**config.mk**
```make
export PLATFORM = sky130hd
export DESIGN_NAME = battery_level_moving_average_top
export DESIGN_NICKNAME = d
export VERILOG_FILES = /design/src/rtl/bma_pkg.sv /design/src/rtl/bma_serial_cmp.sv /design/src/rtl/bma_serial_div.sv /design/src/rtl/battery_level_moving_average_top.sv
export SDC_FILE = /design/constraint.sdc
export NUM_CORES = 1
export LEC_CHECK = 0
export BUFFER_PORTS_ARGS = -buffer_cell sky130_fd_sc_hd__buf_2
export CAP_MARGIN = 20
export CELL_PAD_IN_SITES_DETAIL_PLACEMENT = 0
export CELL_PAD_IN_SITES_GLOBAL_PLACEMENT = 1
export CORE_MARGIN = 1
export CORE_UTILIZATION = 49
export DETAILED_ROUTE_END_ITERATION = 10
export PLACE_DENSITY_LB_ADDON = 0.05
export SYNTH_ARGS = -nofsm -noshare
export SYNTH_HDL_FRONTEND = slang
export SYNTH_SLANG_ARGS = --single-unit
```
**constraint.sdc**
```tcl
create_clock -name clk -period 5.6 [get_ports clk]
set_clock_uncertainty 0.05 [all_clocks]
set_input_delay 1.68 -clock clk [delete_from_list [all_inputs] [get_ports clk]]
set_output_delay 1.68 -clock clk [all_outputs]
set_load 0.005 [all_outputs]
```
**src/rtl/bma_pkg.sv**
```systemverilog
`default_nettype none

package bma_pkg;

    localparam int TIME_W          = 32;
    localparam int LEVEL_W         = 7;
    localparam int DIGIT_W         = 2;
    localparam int TIME_DIGITS     = TIME_W / DIGIT_W;
    localparam int WINDOW_SIZE_DEF = 8;

    // input tdata: now_ms, prev_level, sample_percent, zero fill
    localparam int IN_TDATA_W  = ((TIME_W + 2 * LEVEL_W + 7) / 8) * 8;
    // output tdata: level, zero fill
    localparam int OUT_TDATA_W = ((LEVEL_W + 7) / 8) * 8;

    localparam logic [TIME_W-1:0] RESET_INTERVAL_MS = 32'd30000;

    typedef struct packed {
        logic done;
        logic le;
    } cmp_status_t;

    typedef struct packed {
        logic               done;
        logic [LEVEL_W-1:0] quot;
    } div_status_t;

endpackage

`default_nettype wire

```
**src/rtl/bma_serial_cmp.sv**
```systemverilog
`default_nettype none

module bma_serial_cmp (
    input  wire logic                       clk,
    input  wire logic                       rst_n,
    input  wire logic                       start,
    input  wire logic [bma_pkg::TIME_W-1:0] now_ms,
    input  wire logic [bma_pkg::TIME_W-1:0] last_ms,
    input  wire logic [bma_pkg::TIME_W-1:0] limit_ms,
    output bma_pkg::cmp_status_t            status
);
    import bma_pkg::*;

    localparam int CNT_W = $clog2(TIME_DIGITS + 1);

    logic [TIME_W-1:0] now_sh_reg,   now_sh_next;
    logic [TIME_W-1:0] last_sh_reg,  last_sh_next;
    logic [TIME_W-1:0] lim_sh_reg,   lim_sh_next;
    logic              borrow_reg,   borrow_next;
    logic              gt_reg,       gt_next;
    logic [CNT_W-1:0]  cnt_reg,      cnt_next;
    logic              busy_reg,     busy_next;
    logic              done_reg,     done_next;

    logic a_bit;
    logic b_bit;
    logic e_bit;

    // elapsed = now - last, LSB first, DIGIT_W bits per cycle;
    // gt tracks elapsed > limit over the bits seen so far
    always_comb
    begin
        now_sh_next  = now_sh_reg;
        last_sh_next = last_sh_reg;
        lim_sh_next  = lim_sh_reg;
        borrow_next  = borrow_reg;
        gt_next      = gt_reg;
        cnt_next     = cnt_reg;
        busy_next    = busy_reg;
        done_next    = 1'b0;
        a_bit        = 1'b0;
        b_bit        = 1'b0;
        e_bit        = 1'b0;
        if (start)
        begin
            now_sh_next  = now_ms;
            last_sh_next = last_ms;
            lim_sh_next  = limit_ms;
            borrow_next  = 1'b0;
            gt_next      = 1'b0;
            cnt_next     = CNT_W'(TIME_DIGITS);
            busy_next    = 1'b1;
        end
        else if (busy_reg)
        begin
            for (int j = 0; j < DIGIT_W; j++)
            begin
                a_bit       = now_sh_reg[j];
                b_bit       = last_sh_reg[j];
                e_bit       = a_bit ^ b_bit ^ borrow_next;
                borrow_next = (~a_bit & b_bit) | (~(a_bit ^ b_bit) & borrow_next);
                if (e_bit != lim_sh_reg[j])
                begin
                    gt_next = e_bit;
                end
            end
            now_sh_next  = now_sh_reg >> DIGIT_W;
            last_sh_next = last_sh_reg >> DIGIT_W;
            lim_sh_next  = lim_sh_reg >> DIGIT_W;
            cnt_next     = cnt_reg - CNT_W'(1);
            if (cnt_reg == CNT_W'(1))
            begin
                busy_next = 1'b0;
                done_next = 1'b1;
            end
        end
    end

    always_ff @(posedge clk or negedge rst_n)
    begin
        if (!rst_n)
        begin
            busy_reg <= 1'b0;
            done_reg <= 1'b0;
            cnt_reg  <= '0;
        end
        else
        begin
            busy_reg <= busy_next;
            done_reg <= done_next;
            cnt_reg  <= cnt_next;
        end
    end

    always_ff @(posedge clk)
    begin
        now_sh_reg  <= now_sh_next;
        last_sh_reg <= last_sh_next;
        lim_sh_reg  <= lim_sh_next;
        borrow_reg  <= borrow_next;
        gt_reg      <= gt_next;
    end

    assign status.done = done_reg;
    assign status.le   = ~gt_reg;

endmodule

`default_nettype wire

```
**src/rtl/bma_serial_div.sv**
```systemverilog
`default_nettype none

module bma_serial_div #(
    parameter int SUM_W = 11,
    parameter int DIV_W = 4
) (
    input  wire logic             clk,
    input  wire logic             rst_n,
    input  wire logic             start,
    input  wire logic [SUM_W-1:0] dividend,
    input  wire logic [DIV_W-1:0] divisor,
    output bma_pkg::div_status_t  status
);
    import bma_pkg::*;

    localparam int CNT_W = $clog2(SUM_W + 1);

    logic [SUM_W-1:0] dvd_reg,  dvd_next;
    logic [SUM_W-1:0] quot_reg, quot_next;
    logic [DIV_W-1:0] rem_reg,  rem_next;
    logic [DIV_W-1:0] dsr_reg,  dsr_next;
    logic [CNT_W-1:0] cnt_reg,  cnt_next;
    logic             busy_reg, busy_next;
    logic             done_reg, done_next;
    logic [DIV_W:0]   rem_sh;
    logic [DIV_W:0]   rem_sub;

    // restoring division, one quotient bit per cycle, MSB first
    always_comb
    begin
        dvd_next  = dvd_reg;
        quot_next = quot_reg;
        rem_next  = rem_reg;
        dsr_next  = dsr_reg;
        cnt_next  = cnt_reg;
        busy_next = busy_reg;
        done_next = 1'b0;
        rem_sh    = {rem_reg, dvd_reg[SUM_W-1]};
        rem_sub   = rem_sh - {1'b0, dsr_reg};
        if (start)
        begin
            dvd_next  = dividend;
            quot_next = '0;
            rem_next  = '0;
            dsr_next  = divisor;
            cnt_next  = CNT_W'(SUM_W);
            busy_next = 1'b1;
        end
        else if (busy_reg)
        begin
            dvd_next = dvd_reg << 1;
            if (rem_sh >= {1'b0, dsr_reg})
            begin
                rem_next  = rem_sub[DIV_W-1:0];
                quot_next = {quot_reg[SUM_W-2:0], 1'b1};
            end
            else
            begin
                rem_next  = rem_sh[DIV_W-1:0];
                quot_next = {quot_reg[SUM_W-2:0], 1'b0};
            end
            cnt_next = cnt_reg - CNT_W'(1);
            if (cnt_reg == CNT_W'(1))
            begin
                busy_next = 1'b0;
                done_next = 1'b1;
            end
        end
    end

    always_ff @(posedge clk or negedge rst_n)
    begin
        if (!rst_n)
        begin
            busy_reg <= 1'b0;
            done_reg <= 1'b0;
            cnt_reg  <= '0;
        end
        else
        begin
            busy_reg <= busy_next;
            done_reg <= done_next;
            cnt_reg  <= cnt_next;
        end
    end

    always_ff @(posedge clk)
    begin
        dvd_reg  <= dvd_next;
        quot_reg <= quot_next;
        rem_reg  <= rem_next;
        dsr_reg  <= dsr_next;
    end

    assign status.done = done_reg;
    assign status.quot = quot_reg[LEVEL_W-1:0];

endmodule

`default_nettype wire

```
**src/rtl/battery_level_moving_average_top.sv**
```systemverilog
// Battery level smoother with an N-sample moving average and warm-up.
// s_axis carries one request per transaction (now_ms, prev_level,
// sample_percent); m_axis returns one result per request (level in tdata,
// sampled flag in tuser). cfg_valid/cfg_data write min_interval_ms.
// Each request first runs a 2-bit-per-cycle serial subtract and compare
// of the elapsed time against min_interval_ms. A held level then goes to
// the output register. A new sample is written into the ring, the filled
// entries are summed one per cycle and the sum goes through a bit-serial
// divider (one sum bit per cycle; at WINDOW_SIZE = 8 the sum is 10 bits
// wide). One request is in flight at a time; s_axis_tready is high only
// while the block is free. The output register holds a finished result
// while m_axis_tready is low, and the next request may already be
// accepted and worked on meanwhile.
// Reset clears the sample time, write slot and fill count and loads
// min_interval_ms with 30000; ring entries are only read once written.
`default_nettype none

module battery_level_moving_average_top #(
    parameter int WINDOW_SIZE = bma_pkg::WINDOW_SIZE_DEF
) (
    input  wire logic                            clk,
    input  wire logic                            rst_n,
    input  wire logic                            s_axis_tvalid,
    output wire logic                            s_axis_tready,
    // now_ms[31:0], prev_level[38:32], sample_percent[45:39], zero fill
    input  wire logic [bma_pkg::IN_TDATA_W-1:0]  s_axis_tdata,
    output wire logic                            m_axis_tvalid,
    input  wire logic                            m_axis_tready,
    // level[6:0], zero fill
    output wire logic [bma_pkg::OUT_TDATA_W-1:0] m_axis_tdata,
    // sampled[0]
    output wire logic [0:0]                      m_axis_tuser,
    input  wire logic                            cfg_valid,
    output wire logic                            cfg_ready,
    input  wire logic [bma_pkg::TIME_W-1:0]      cfg_data
);
    import bma_pkg::*;

    localparam int SLOT_W  = (WINDOW_SIZE > 1) ? $clog2(WINDOW_SIZE) : 1;
    localparam int COUNT_W = $clog2(WINDOW_SIZE + 1);
    localparam int SUM_W   = $clog2(WINDOW_SIZE * ((1 << LEVEL_W) - 1) + 1);

    typedef enum logic [2:0] {
        S_IDLE,
        S_CMP,
        S_SUM,
        S_DIV,
        S_OUT
    } state_t;

    state_t               state_reg,   state_next;
    logic [TIME_W-1:0]    limit_reg,   limit_next;
    logic [TIME_W-1:0]    last_reg,    last_next;
    logic [TIME_W-1:0]    now_reg,     now_next;
    logic [LEVEL_W-1:0]   prev_reg,    prev_next;
    logic [LEVEL_W-1:0]   fresh_reg,   fresh_next;
    logic [SLOT_W-1:0]    slot_reg,    slot_next;
    logic [COUNT_W-1:0]   filled_reg,  filled_next;
    logic [SLOT_W-1:0]    idx_reg,     idx_next;
    logic [SUM_W-1:0]     sum_reg,     sum_next;
    logic [LEVEL_W-1:0]   res_lvl_reg, res_lvl_next;
    logic                 res_smp_reg, res_smp_next;
    logic [LEVEL_W-1:0]   out_lvl_reg, out_lvl_next;
    logic                 out_smp_reg, out_smp_next;
    logic                 m_vld_reg,   m_vld_next;

    logic [LEVEL_W-1:0]   ring [WINDOW_SIZE];
    logic                 ring_we;
    logic                 in_fire;
    logic                 div_start;
    cmp_status_t          cmp_st;
    div_status_t          div_st;

    assign in_fire   = s_axis_tvalid && s_axis_tready;
    assign cfg_ready = 1'b1;

    bma_serial_cmp u_cmp (
        .clk      (clk),
        .rst_n    (rst_n),
        .start    (in_fire),
        .now_ms   (s_axis_tdata[TIME_W-1:0]),
        .last_ms  (last_reg),
        .limit_ms (limit_reg),
        .status   (cmp_st)
    );

    bma_serial_div #(
        .SUM_W (SUM_W),
        .DIV_W (COUNT_W)
    ) u_div (
        .clk      (clk),
        .rst_n    (rst_n),
        .start    (div_start),
        .dividend (sum_next),
        .divisor  (filled_reg),
        .status   (div_st)
    );

    always_comb
    begin
        state_next   = state_reg;
        limit_next   = limit_reg;
        last_next    = last_reg;
        now_next     = now_reg;
        prev_next    = prev_reg;
        fresh_next   = fresh_reg;
        slot_next    = slot_reg;
        filled_next  = filled_reg;
        idx_next     = idx_reg;
        sum_next     = sum_reg;
        res_lvl_next = res_lvl_reg;
        res_smp_next = res_smp_reg;
        out_lvl_next = out_lvl_reg;
        out_smp_next = out_smp_reg;
        m_vld_next   = m_vld_reg;
        ring_we      = 1'b0;
        div_start    = 1'b0;

        if (cfg_valid && cfg_ready)
        begin
            limit_next = cfg_data;
        end

        if (m_vld_reg && m_axis_tready)
        begin
            m_vld_next = 1'b0;
        end

        unique case (state_reg)
            S_IDLE:
            begin
                if (in_fire)
                begin
                    now_next   = s_axis_tdata[TIME_W-1:0];
                    prev_next  = s_axis_tdata[TIME_W+LEVEL_W-1:TIME_W];
                    fresh_next = s_axis_tdata[TIME_W+2*LEVEL_W-1:TIME_W+LEVEL_W];
                    state_next = S_CMP;
                end
            end
            S_CMP:
            begin
                if (cmp_st.done)
                begin
                    if (prev_reg != '0 && cmp_st.le)
                    begin
                        res_lvl_next = prev_reg;
                        res_smp_next = 1'b0;
                        state_next   = S_OUT;
                    end
                    else
                    begin
                        last_next = now_reg;
                        ring_we   = 1'b1;
                        if (slot_reg == SLOT_W'(WINDOW_SIZE - 1))
                        begin
                            slot_next = '0;
                        end
                        else
                        begin
                            slot_next = slot_reg + SLOT_W'(1);
                        end
                        if (filled_reg != COUNT_W'(WINDOW_SIZE))
                        begin
                            filled_next = filled_reg + COUNT_W'(1);
                        end
                        idx_next   = '0;
                        sum_next   = '0;
                        state_next = S_SUM;
                    end
                end
            end
            S_SUM:
            begin
                sum_next = sum_reg + SUM_W'(ring[idx_reg]);
                idx_next = idx_reg + SLOT_W'(1);
                if (COUNT_W'(idx_reg) + COUNT_W'(1) == filled_reg)
                begin
                    div_start  = 1'b1;
                    state_next = S_DIV;
                end
            end
            S_DIV:
            begin
                if (div_st.done)
                begin
                    res_lvl_next = div_st.quot;
                    res_smp_next = 1'b1;
                    state_next   = S_OUT;
                end
            end
            S_OUT:
            begin
                if (!m_vld_reg || m_axis_tready)
                begin
                    out_lvl_next = res_lvl_reg;
                    out_smp_next = res_smp_reg;
                    m_vld_next   = 1'b1;
                    state_next   = S_IDLE;
                end
            end
            default:
            begin
                state_next = S_IDLE;
            end
        endcase
    end

    always_ff @(posedge clk or negedge rst_n)
    begin
        if (!rst_n)
        begin
            state_reg  <= S_IDLE;
            limit_reg  <= RESET_INTERVAL_MS;
            last_reg   <= '0;
            slot_reg   <= '0;
            filled_reg <= '0;
            m_vld_reg  <= 1'b0;
        end
        else
        begin
            state_reg  <= state_next;
            limit_reg  <= limit_next;
            last_reg   <= last_next;
            slot_reg   <= slot_next;
            filled_reg <= filled_next;
            m_vld_reg  <= m_vld_next;
        end
    end

    always_ff @(posedge clk)
    begin
        now_reg     <= now_next;
        prev_reg    <= prev_next;
        fresh_reg   <= fresh_next;
        idx_reg     <= idx_next;
        sum_reg     <= sum_next;
        res_lvl_reg <= res_lvl_next;
        res_smp_reg <= res_smp_next;
        out_lvl_reg <= out_lvl_next;
        out_smp_reg <= out_smp_next;
    end

    // sample ring
    always_ff @(posedge clk)
    begin
        if (ring_we)
        begin
            ring[slot_reg] <= fresh_reg;
        end
    end

    assign s_axis_tready = (state_reg == S_IDLE);
    assign m_axis_tvalid = m_vld_reg;
    assign m_axis_tdata  = OUT_TDATA_W'(out_lvl_reg);
    assign m_axis_tuser  = out_smp_reg;

    a_accept_starts_cmp: assert property (@(posedge clk) disable iff (!rst_n)
        in_fire |=> state_reg == S_CMP)
        else $error("accepted transaction did not start the compare");

    a_cmp_done_in_cmp: assert property (@(posedge clk) disable iff (!rst_n)
        cmp_st.done |-> state_reg == S_CMP)
        else $error("compare finished outside the compare phase");

    a_div_done_in_div: assert property (@(posedge clk) disable iff (!rst_n)
        div_st.done |-> state_reg == S_DIV)
        else $error("divider finished outside the divide phase");

    a_sample_updates_state: assert property (@(posedge clk) disable iff (!rst_n)
        (state_reg == S_CMP && cmp_st.done && !(prev_reg != '0 && cmp_st.le))
        |=> (filled_reg != '0 && last_reg == $past(now_reg)))
        else $error("sample taken without updating time or fill count");

    a_sum_nonempty: assert property (@(posedge clk) disable iff (!rst_n)
        state_reg == S_SUM |-> filled_reg != '0 && COUNT_W'(idx_reg) < filled_reg)
        else $error("summing past the filled entries");

endmodule

`default_nettype wire
```
==> results.json, run 1 <==
{
  "outcome": "finished clean",
  "maxCapViolCount": 0,
  "setup_total_negative_slack_ns": 0,
  "detailedPlacementHpwl_um": 14900,
  "ctsHoldBuffers": 0,
  "die_area_um2": 29200,
  "synth_adder_area_share_pct": 2.37,
  "min-delay-path-class": "flop to flop",
  "clock_tree.root_cell": "clkbuf_16",
  "synth_simple_gate_area_share_pct": 14.7,
  "detail_route.vias_per_cell": 5.05,
  "initial_core_util_pct": 50.0,
  "crit_buf_inv": 1,
  "clockBufferDepth": 3,
  "synth_compound_area_share_pct": 3.06,
  "regMostFlops": "ring",
  "postSynthAreaPerCell_um2": 12.6,
  "worst_max_slew_pin_slew_ns": 1.03,
  "antenna_found_initial": 3,
  "critical-path-slowest-cell": "dfxtp_1",
  "rows": 61,
  "max_freq_mhz": 276,
  "syn_nets": 1219,
  "die_y_extent_um": 171,
  "buffer_ports.inserted": 92,
  "first_iter_violations": 415,
  "min_delay_path_depth": 0,
  "cts_htree_levels": 2,
  "yosysWarnings": 0,
  "post_synth_mux_area_share_pct": 7.00,
  "die_width_um": 171,
  "synth_sequential_area_ratio_pct": 69.2,
  "crit_fanout": 14,
  "drt_pass1_iterations": 4,
  "post-route-min-period_ns": 3.63,
  "post-cts-setup-buffer-count": 0,
  "largest_reg_flops": 56,
  "timing.critical_path.cells": "mux4_2 -> mux2_2 -> ha_1 -> inv_1 -> fa_1 -> nor2b_1 -> o31a_1 -> o211ai_1 -> mux2i_1 -> mux2_1",
  "route.detailed.drc": 0,
  "synth_xor_area_share_pct": 1.13,
  "timing.critical_path.required_ns": 5.80,
  "nature_of_the_critical_path_startpoint": "flop",
  "wire_per_inst_um": 15.4,
  "criticalPathCategory": "flop to flop",
  "hold_viol": 0,
  "timing.hold.worst.start": "res_lvl_reg[6]$_DFFE_PP_",
  "r2r-end": "u_div.dvd_reg[8]$_DFFE_PP_",
  "floorplan.io_pins": 97,
  "first_pass_grt_wire_length_um": 41200,
  "period_share_pct": 64.8,
  "syn_area_um2": 14000,
  "post_cts.resized_instances": 0,
  "drv_slew": 0,
  "hold_end": "out_lvl_reg[6]$_DFFE_PP_",
  "grt.overflow.total": 0,
  "path_clk_slew_ns": 0.06,
  "pin_count_of_the_biggest_net_entering_global_routing": 97,
  "critPathMaxStageDelay_ns": 0.95,
  "slew-limit-headroom_pct": 31.4,
  "finish.utilization_pct": 57.3,
  "grt_setup_unrepaired": "false",
  "final_net_count": 1319,
  "peakVddDrop_mv": 0.252,
  "ant_nets": 0,
  "core_um2": 27900,
  "total_leakage_power_uw": 0.00690,
  "tritoncts_clock_tree": "built",
  "clk-insertion-delay-late_ns": 0.50,
  "r2r.worst_path.cells": 10,
  "async_reset_ff_share_pct": 25.5,
  "numCtsBuffers": 38,
  "netlist_instances": 1110,
  "drive_above_1_share_pct": 19.5,
  "totalWireLength_um": 25000,
  "critPathTopFamily": "multiplexers",
  "finalSetupViolCount": 0,
  "layout-area-overhead-vs-synth_pct": 14.6,
  "powerDensity_nw_per_um2": 472,
  "vias": 8179,
  "r2r_setup_slack_ns": 1.97,
  "synth_cell_types": 60,
  "clock_sink_count": 345,
  "groute.usage.overall_pct": 18.0,
  "timing.critical_path.arrival_ns": 3.83,
  "place_congestion": 0.765,
  "synth_ff_type": "edfxtp_1",
  "postSynthRegisterBits": 345,
  "grt_pass1_vias": 8240,
  "synth_edf_count": 231,
  "worstSetupEndpointType": "flop",
  "synth_top_family_by_area": "simple AND/OR/NAND/NOR gates"
}
## cell families after synthesis
logic type,Yosys count
fa+ha+maj,24
simple gates,505
mux,74
flops,345
other cells,2
xor+xnor,18
compound gates,65
buf+inv,77
## per-layer routing
layer	vias to the layer above	track usage, %	routed length (um)
met2	115	30.6	12100
met1	3995	23.7	11300
li1	4025	-	-
met5	-	0	17
met3	42	3.75	1060
met4	2	4.74	468
## layout make-up
type	instances	area [um^2]
antenna	2	5.00
timing repair buffer	109	616
tap	378	473
clock buffer	58	1070
fill	2407	11900
inverter	28	113
sequential	345	9670
clock inverter	11	86.3
multi-input combinational	688	3980
## per-stage QoR
stage	std cells	area [um^2]	power (uW)	hold slack [ns]	worst slack, ns
6_report	1619	16000	7550	0.367	1.97
5_1_grt	1617	16000	8000	0.375	1.68
4_1_cts	1617	16000	7660	0.368	1.90
3_5_place_dp	1548	14900	5330	0.355	1.92
3_3_place_gp	1548	14900	5290	0.351	1.94
2_1_floorplan	1110	14000	4870	0.350	0.651
## layout by cell type (no fill, tap or decap), types with 5 or more instances in the layout
cell type and instances:
nor3_1 13, mux4_2 14, dfrtp_1 81, o21ai_0 18, a21oi_1 12, mux2i_1 11, edfxtp_1 231, nor2_1 28
xnor2_1 8, clkbuf_1 17, dfstp_2 7, dfxtp_1 26, clkinv_2 5, clkbuf_16 39, ha_1 20, and3_1 8
inv_1 26, buf_2 91, mux2_2 47, xor2_1 10, buf_4 16, nand2b_1 7, nand3_1 9, nand2_1 407
## synth_stat cells (4+ instances only)
cell	number	area share, %
o21a_1	4	0.22
nor3_1	13	0.47
xnor2_1	8	0.50
mux4_2	14	2.3
mux2_2	47	3.8
xor2_1	10	0.63
dfxtp_1	26	3.7
and3_1	8	0.36
ha_1	20	1.8
o211ai_1	4	0.22
nand3_1	9	0.32
buf_1	5	0.13
mux2i_1	11	0.79
nor2_1	29	0.78
inv_1	26	0.70
a21o_1	4	0.22
a211oi_1	4	0.22
nor4_1	4	0.18
nand2b_1	7	0.31
edfxtp_1	231	50
a21oi_1	12	0.43
nand2_1	409	11
dfrtp_1	81	15
o21ai_0	18	0.65
nor2b_1	4	0.18
dfstp_2	7	1.3
buf_2	8	0.29
clkbuf_1	30	0.81
fa_1	4	0.57
## where the power goes
group | total [uW] | internal [uW] | switching [uW]
logic | 1420 | 534 | 889
clock network | 2310 | 1360 | 943
registers | 3820 | 3550 | 274
total | 7550 | 5440 | 2110
## worst reg2reg max path, cell delays in order (launching register included)
cell      delay [ns]
dfxtp_1         0.95
mux4_2          0.60
mux2_2          0.29
ha_1            0.20
inv_1           0.08
fa_1            0.21
nor2b_1         0.07
o31a_1          0.28
o211ai_1        0.23
mux2i_1         0.12
mux2_1          0.29
## worst max-delay path by stage
| stage | startpoint | to | slack (ns) | cells after the start |
|---|---|---|---|---|
| floorplan | s_axis_tvalid | u_cmp.last_sh_reg[0]$_DFFE_PP_ | 0.65 | 4 |
| global placement | flop | u_div.dvd_reg[8]$_DFFE_PP_ | 1.94 | 10 |
| detailed placement | flop | u_div.dvd_reg[9]$_DFFE_PP_ | 1.92 | 9 |
| CTS | flop | u_div.dvd_reg[8]$_DFFE_PP_ | 1.90 | 10 |
| global route | flop | u_div.dvd_reg[9]$_DFFE_PP_ | 1.68 | 9 |
| finish | flop | u_div.dvd_reg[8]$_DFFE_PP_ | 1.97 | 10 |
No activity file was read; power rests on OpenSTA's default activity.
==> run 2: changes to the inputs <==
--- a/config.mk
+++ b/config.mk
@@ -5,12 +5,13 @@
 export SDC_FILE = /design/constraint.sdc
 export NUM_CORES = 1
 export LEC_CHECK = 0
+export ABC_AREA = 1
 export BUFFER_PORTS_ARGS = -buffer_cell sky130_fd_sc_hd__buf_2
 export CAP_MARGIN = 20
 export CELL_PAD_IN_SITES_DETAIL_PLACEMENT = 0
 export CELL_PAD_IN_SITES_GLOBAL_PLACEMENT = 1
 export CORE_MARGIN = 1
-export CORE_UTILIZATION = 49
+export CORE_UTILIZATION = 48
 export DETAILED_ROUTE_END_ITERATION = 10
 export PLACE_DENSITY_LB_ADDON = 0.05
 export SYNTH_ARGS = -nofsm -noshare
==> constraint.sdc (replaced) <==
create_clock -name clk -period 3.74 [get_ports clk]
set_clock_uncertainty 0.05 [all_clocks]
set_input_delay 1.122 -clock clk [delete_from_list [all_inputs] [get_ports clk]]
set_output_delay 1.122 -clock clk [all_outputs]
set_load 0.005 [all_outputs]
==> results.json, run 2 <==
{
  "die_width_um": 174,
  "layout-area-overhead-vs-synth_pct": 14.7,
  "clock_sink_count": 345,
  "synth_compound_area_share_pct": 7.51,
  "setup_total_negative_slack_ns": 0,
  "initial_core_util_pct": 49.2,
  "detailedPlacementHpwl_um": 16000,
  "synth_top_family_by_area": "simple AND/OR/NAND/NOR gates",
  "clockBufferDepth": 3,
  "postSynthRegisterBits": 345,
  "floorplan.io_pins": 97,
  "wire_per_inst_um": 14.0,
  "pre_cts_ws_ns": 0.722,
  "synth.top_cell.area_share_pct": 48.9,
  "final_net_count": 1517,
  "cts_htree_levels": 2,
  "nature_of_the_critical_path_startpoint": "flop",
  "slew-limit-headroom_pct": 35.6,
  "cellInternalPower_uw": 8690,
  "numCtsBuffers": 38,
  "antenna-diode-count": 0,
  "post_cts.resized_instances": 0,
  "outcome": "finished clean",
  "yosysWarnings": 0,
  "synth_xor_area_share_pct": 0.556,
  "criticalPathCategory": "flop to flop",
  "most_common_library_cell_in_the_layout_ignoring_fill_and_taps": "nand2_1",
  "pin_count_of_the_biggest_net_entering_global_routing": 77,
  "groute.usage.overall_pct": 17.6,
  "critical-path-slowest-cell": "dfxtp_1",
  "grt_setup_unrepaired": "false",
  "grt.overflow.total": 0,
  "drv_slew": 0,
  "drive_above_1_share_pct": 14.7,
  "synth_cell_types": 46,
  "async_reset_ff_share_pct": 25.5,
  "synth_sequential_area_ratio_pct": 68.1,
  "total_switching_power_uw": 3880,
  "post_synth_mux_area_share_pct": 0.141,
  "timing.critical_path.required_ns": 3.96,
  "clock_tree.root_cell": "clkbuf_16",
  "max_freq_mhz": 332,
  "die_area_um2": 30200,
  "synth_edf_count": 231,
  "antenna_found_initial": 3,
  "synth_ff_type": "edfxtp_1",
  "n_fill_cell": 2540,
  "worst_max_slew_pin_slew_ns": 0.965,
  "syn_area_um2": 14200,
  "first_iter_violations": 483,
  "die_y_extent_um": 174,
  "crit_fanout": 26,
  "rows": 62,
  "totalWireLength_um": 25600,
  "yosys.cell_count.top_type": "nand2_1",
  "period_share_pct": 80.5,
  "total_leakage_power_uw": 0.00698,
  "critPathTopFamily": "simple AND/OR/NAND/NOR gates",
  "netlist_instances": 1312,
  "powerDensity_nw_per_um2": 773,
  "critPathMaxStageDelay_ns": 0.47,
  "place_congestion": 0.779,
  "finish.utilization_pct": 56.4,
  "synth_top_cells_by_area": "edfxtp_1, dfrtp_1, nand2_1, o21ai_0, dfxtp_1",
  "first_pass_grt_wire_length_um": 43100,
  "route.detailed.drc": 0,
  "power.share.sequential_pct": 46.8,
  "layout.cells.most_common_list": "nand2_1, edfxtp_1, inv_1",
  "buffer_ports.inserted": 92,
  "fin_ws_ns": 0.729,
  "finalSetupViolCount": 0,
  "synth_top_cells_by_count": "nand2_1, edfxtp_1, inv_1, o21ai_0, dfrtp_1",
  "synth_area_leader_cell": "edfxtp_1",
  "worstSetupEndpointType": "flop",
  "multi_input_gate_area_um2": 3710,
  "post-cts-setup-buffer-count": 0,
  "tritoncts_clock_tree": "built",
  "crit_buf_inv": 4,
  "hold_viol": 0,
  "clk-insertion-delay-late_ns": 0.53,
  "peakVddDrop_mv": 0.419,
  "switching_share_pct": 30.9,
  "post-route-min-period_ns": 3.01,
  "synth_adder_area_share_pct": 2.33,
  "syn_nets": 1421,
  "grt_pass1_vias": 8841,
  "timing.critical_path.cells": "clkinv_1 -> buf_4 -> nor2_1 -> o32ai_1 -> nand2_1 -> nand2_1 -> ha_1 -> inv_1 -> fa_1 -> inv_1 -> nand3_1 -> nand2_1 -> nand2_1 -> nand2_1 -> nand2_1 -> nand3_1 -> nand2_1 -> nand2_1 -> nand2_1",
  "maxCapViolCount": 0,
  "vias": 8875,
  "largest_reg_flops": 56,
  "path_clk_slew_ns": 0.06,
  "min-delay-path-class": "flop to flop",
  "timing.critical_path.mode_cell": "nand2_1",
  "pwr-share-clk_pct": 29.4,
  "drt_pass1_iterations": 4,
  "ant_nets": 0,
  "timing.critical_path.arrival_ns": 3.23,
  "detail_route.vias_per_cell": 4.87,
  "share_comb_of_total_power_pct": 23.8,
  "regMostFlops": "ring",
  "postSynthAreaPerCell_um2": 10.8,
  "area.sequential_um2": 9670,
  "synth_simple_gate_area_share_pct": 15.5,
  "ctsHoldBuffers": 0,
  "core_um2": 28900
}
-- run 2: layout make-up --
type	count	share of cell area, %
clock buffers	51	6.58
repair buffers	111	3.95
inverters	132	3.08
clock inverters	19	1.17
flip-flops and latches	345	59.4
multi-input cells	780	22.8
well taps	384	2.95
-- run 2: final timing paths --
kind / startpoint / to / slack (ns) / depth (start not counted)
max: flop / u_div.dvd_reg[6]$_DFFE_PP_ / 0.73 / 19
min in group asynchronous: rst_n / limit_reg[21]$_DFFE_PN0P_ / 0.50 / 1
min: res_smp_reg$_DFFE_PP_ / m_axis_tuser$_DFFE_PP_ / 0.37 / 0
min reg2reg: res_smp_reg$_DFFE_PP_ / m_axis_tuser$_DFFE_PP_ / 0.37 / 0
max in group asynchronous: rst_n / u_div.cnt_reg[1]$_DFFE_PN0P_ / 2.41 / 2
max reg2reg: flop / u_div.dvd_reg[6]$_DFFE_PP_ / 0.73 / 19
-- run 2: cell families (layout without fill, tap and decap cells) --
kind of cell | count (synthesis) | count (layout)
and+or+nand+nor | 544 | 544
DFF | 345 | 345
AOI/OAI and AO/OA | 199 | 199
buffers and inverters | 187 | 313
adders and majority gates | 24 | 24
xor gates and xnor gates | 9 | 9
other | 2 | 2
muxes | 2 | 2
-- run 2: per-layer routing --
metal | track usage [%] | wire length [um]
met1 | 23.1 | 11900
met2 | 29.7 | 12300
met3 | 3.19 | 854
met4 | 5.30 | 518
met5 | 0 | 40
-- run 2: stage by stage --
step | cells | instance area [um^2] | hold slack [ns] | total power [uW]
after floorplan | 1312 | 14200 | 0.350 | 8170
after global placement | 1751 | 15000 | 0.352 | 8930
after detailed placement | 1751 | 15000 | 0.356 | 9010
after CTS | 1821 | 16300 | 0.369 | 12700
after global routing | 1822 | 16300 | 0.377 | 13500
final | 1822 | 16300 | 0.366 | 12600
-- run 2: power groups by stage --
stage / combinational [uW] / clock (uW) / sequential (uW)
finish: 3000 / 3690 / 5880
global route: 3510 / 3940 / 6000
CTS: 3060 / 3780 / 5900
detailed placement: 3050 / 0 / 5970
global placement: 2980 / 0 / 5950
floorplan: 2380 / 0 / 5790
==> run 3: changes to the inputs <==
--- a/config.mk
+++ b/config.mk
@@ -11,7 +11,7 @@
 export CELL_PAD_IN_SITES_DETAIL_PLACEMENT = 0
 export CELL_PAD_IN_SITES_GLOBAL_PLACEMENT = 1
 export CORE_MARGIN = 1
-export CORE_UTILIZATION = 48
+export CORE_UTILIZATION = 43
 export DETAILED_ROUTE_END_ITERATION = 10
 export PLACE_DENSITY_LB_ADDON = 0.05
 export SYNTH_ARGS = -nofsm -noshare
==> constraint.sdc (replaced) <==
create_clock -name clk -period 2.7 [get_ports clk]
set_clock_uncertainty 0.05 [all_clocks]
set_input_delay 0.81 -clock clk [delete_from_list [all_inputs] [get_ports clk]]
set_output_delay 0.81 -clock clk [all_outputs]
set_load 0.005 [all_outputs]
==> results.json, run 3 (synthesized netlist as in run 2, its figures left out) <==
{
  "outcome": "finished clean",
  "largest_reg_flops": 56,
  "floorplan.io_pins": 97,
  "criticalPathCategory": "flop to flop",
  "p_total_uw": 17600,
  "initial_core_util_pct": 43.6,
  "path_clk_slew_ns": 0.06,
  "peakVddDrop_mv": 0.470,
  "first_iter_violations": 482,
  "detail_route.vias_per_cell": 4.72,
  "gr-max-usage-layer": "met2",
  "clockBufferDepth": 3,
  "drive_above_1_share_pct": 17.0,
  "worst_max_slew_pin_slew_ns": 0.699,
  "most_common_library_cell_in_the_layout_ignoring_fill_and_taps": "nand2_1",
  "grt_setup_unrepaired": "true",
  "die_y_extent_um": 184,
  "cellInternalPower_uw": 12100,
  "tritoncts_clock_tree": "built",
  "wire_per_inst_um": 14.0,
  "total_leakage_power_uw": 0.00710,
  "buffer_ports.inserted": 92,
  "timing.critical_path.arrival_ns": 2.73,
  "regMostFlops": "ring",
  "core_um2": 32500,
  "pwr-share-clk_pct": 27.6,
  "totalWireLength_um": 26700,
  "layout.cells.most_common_list": "nand2_1, edfxtp_1, inv_1",
  "die_width_um": 184,
  "ant_nets": 0,
  "share_comb_of_total_power_pct": 26.3,
  "final_net_count": 1540,
  "hold_viol": 0,
  "first_pass_grt_wire_length_um": 44300,
  "numCtsBuffers": 38,
  "drt_pass1_iterations": 4,
  "grt.overflow.total": 0,
  "antenna_found_initial": 3,
  "power.share.sequential_pct": 46.1,
  "total_switching_power_uw": 5490,
  "grt.met1_usage_pct": 21.5,
  "crit_fanout": 8,
  "powerDensity_nw_per_um2": 1060,
  "timing.critical_path.cells": "clkinv_1 -> buf_6 -> buf_4 -> nor2_1 -> o32ai_2 -> nand2_1 -> nand2_1 -> ha_1 -> a21oi_2 -> nand2_2 -> nand2_1 -> buf_4 -> nand3_1 -> nand3_1 -> nand2_2 -> nand2_1 -> nand2_1",
  "cts_htree_levels": 2,
  "pin_count_of_the_biggest_net_entering_global_routing": 76,
  "die_area_um2": 33700,
  "clock_tree.root_cell": "clkbuf_16",
  "setup_total_negative_slack_ns": 0,
  "multi_input_gate_area_um2": 3820,
  "rows": 66,
  "critical-path-slowest-cell": "dfxtp_2",
  "r2r.worst_path.cells": 17,
  "route.detailed.drc": 0,
  "vias": 8992,
  "hold_ws_ns": 0.208,
  "place_congestion": 0.775,
  "groute.layer.met3.usage_pct": 3.19,
  "area.sequential_um2": 9670,
  "drv_slew": 0,
  "maxCapViolCount": 0,
  "period_share_pct": 93.5,
  "instances_no_fill": 1906,
  "timing.critical_path.required_ns": 2.91,
  "clock_sink_count": 345,
  "clk-insertion-delay-late_ns": 0.52,
  "detailedPlacementHpwl_um": 17100,
  "timing.critical_path.mode_cell": "nand2_1",
  "slew-limit-headroom_pct": 53.3,
  "worstSetupEndpointType": "flop",
  "groute.usage.overall_pct": 16.5,
  "nature_of_the_critical_path_startpoint": "flop",
  "finalSetupViolCount": 0,
  "finish.utilization_pct": 51.1,
  "min-delay-path-class": "primary input to asynchronous set/reset pin",
  "critPathMaxStageDelay_ns": 0.37,
  "grt_pass1_vias": 8997,
  "n_fill_cell": 3001,
  "grt.met2_usage_pct": 28.1,
  "layout-area-overhead-vs-synth_pct": 17.3,
  "max_freq_mhz": 396,
  "post-route-min-period_ns": 2.52,
  "dp.cells": 1833,
  "post-cts-setup-buffer-count": 0,
  "switching_share_pct": 31.2
}
-- run 3: cell count changes in the layout (fill, tap and decap cells not counted), moves of 3 or more --
cell	delta
o32ai_1	-7
a21oi_1	-3
nand2_2	+3
ha_1	-3
a21oi_2	+3
clkbuf_1	+10
buf_4	+13
buf_12	+6
diode_2	+3
o32ai_2	+7
buf_6	+5
nand2_1	-3
clkinv_1	-4
-- run 3: timing repair --
item | CTS | global route
pin swaps | 0 | 3
resized for setup | 3 | 26
endpoints found under the setup margin | 3 | 9
hold buffers | 0 | 0
hold endpoints to repair | 0 | 0
-- run 3: metrics by stage --
stage / worst slack (ns) / cell area [um^2]
after floorplan: 0.132 / 14200
after global placement: -0.0475 / 15300
after detailed placement: -0.0635 / 15300
after CTS: 0.00104 / 16500
after global routing: -0.0417 / 16600
final: 0.176 / 16600
-- run 3: layout make-up --
class / count / share of cell area [%]
sequential: 345 / 58.1
antenna: 3 / 0.0451
multi-input combinational: 780 / 23.0
clock inverter: 10 / 0.542
timing repair buffer: 134 / 5.47
clock buffer: 60 / 6.51
inverter: 132 / 3.01
tap: 442 / 3.32
-- run 3: layer usage --
layer,vias to the layer above,wire length (um)
li1,4588,-
met1,4265,12600
met2,106,12800
met3,33,913
met4,0,395
met5,-,0
-- run 3: worst max-delay path, delay by kind of cell (launching register included) --
family,cells,cell delay [ns]
and+or+nand+nor,10,0.70
buffers and inverters,4,0.52
adders and majority gates,1,0.34
AOI/OAI and AO/OA,2,0.27
DFF,1,0.37
-- run 3: final timing paths --
kind	from	endpoint	slack (ns)
max	flop	u_div.dvd_reg[8]$_DFFE_PP_	0.18
min	rst_n	limit_reg[20]$_DFFE_PN0P_	0.21
max reg2reg	flop	u_div.dvd_reg[8]$_DFFE_PP_	0.18
min reg2reg	res_lvl_reg[0]$_DFFE_PP_	out_lvl_reg[0]$_DFFE_PP_	0.37
max in group asynchronous	rst_n	limit_reg[10]$_DFFE_PN1P_	1.70
min in group clk	res_lvl_reg[0]$_DFFE_PP_	out_lvl_reg[0]$_DFFE_PP_	0.37
-- run 3: power groups by stage --
stage                     Combinational, uW  Sequential (uW)  Clock [uW]
after floorplan                        3300             8010           0
after global placement                 4480             8180           0
after detailed placement               4540             8210           0
after CTS                              4570             8120        5020
after global routing                   5380             8270        5210
final                                  4640             8120        4850
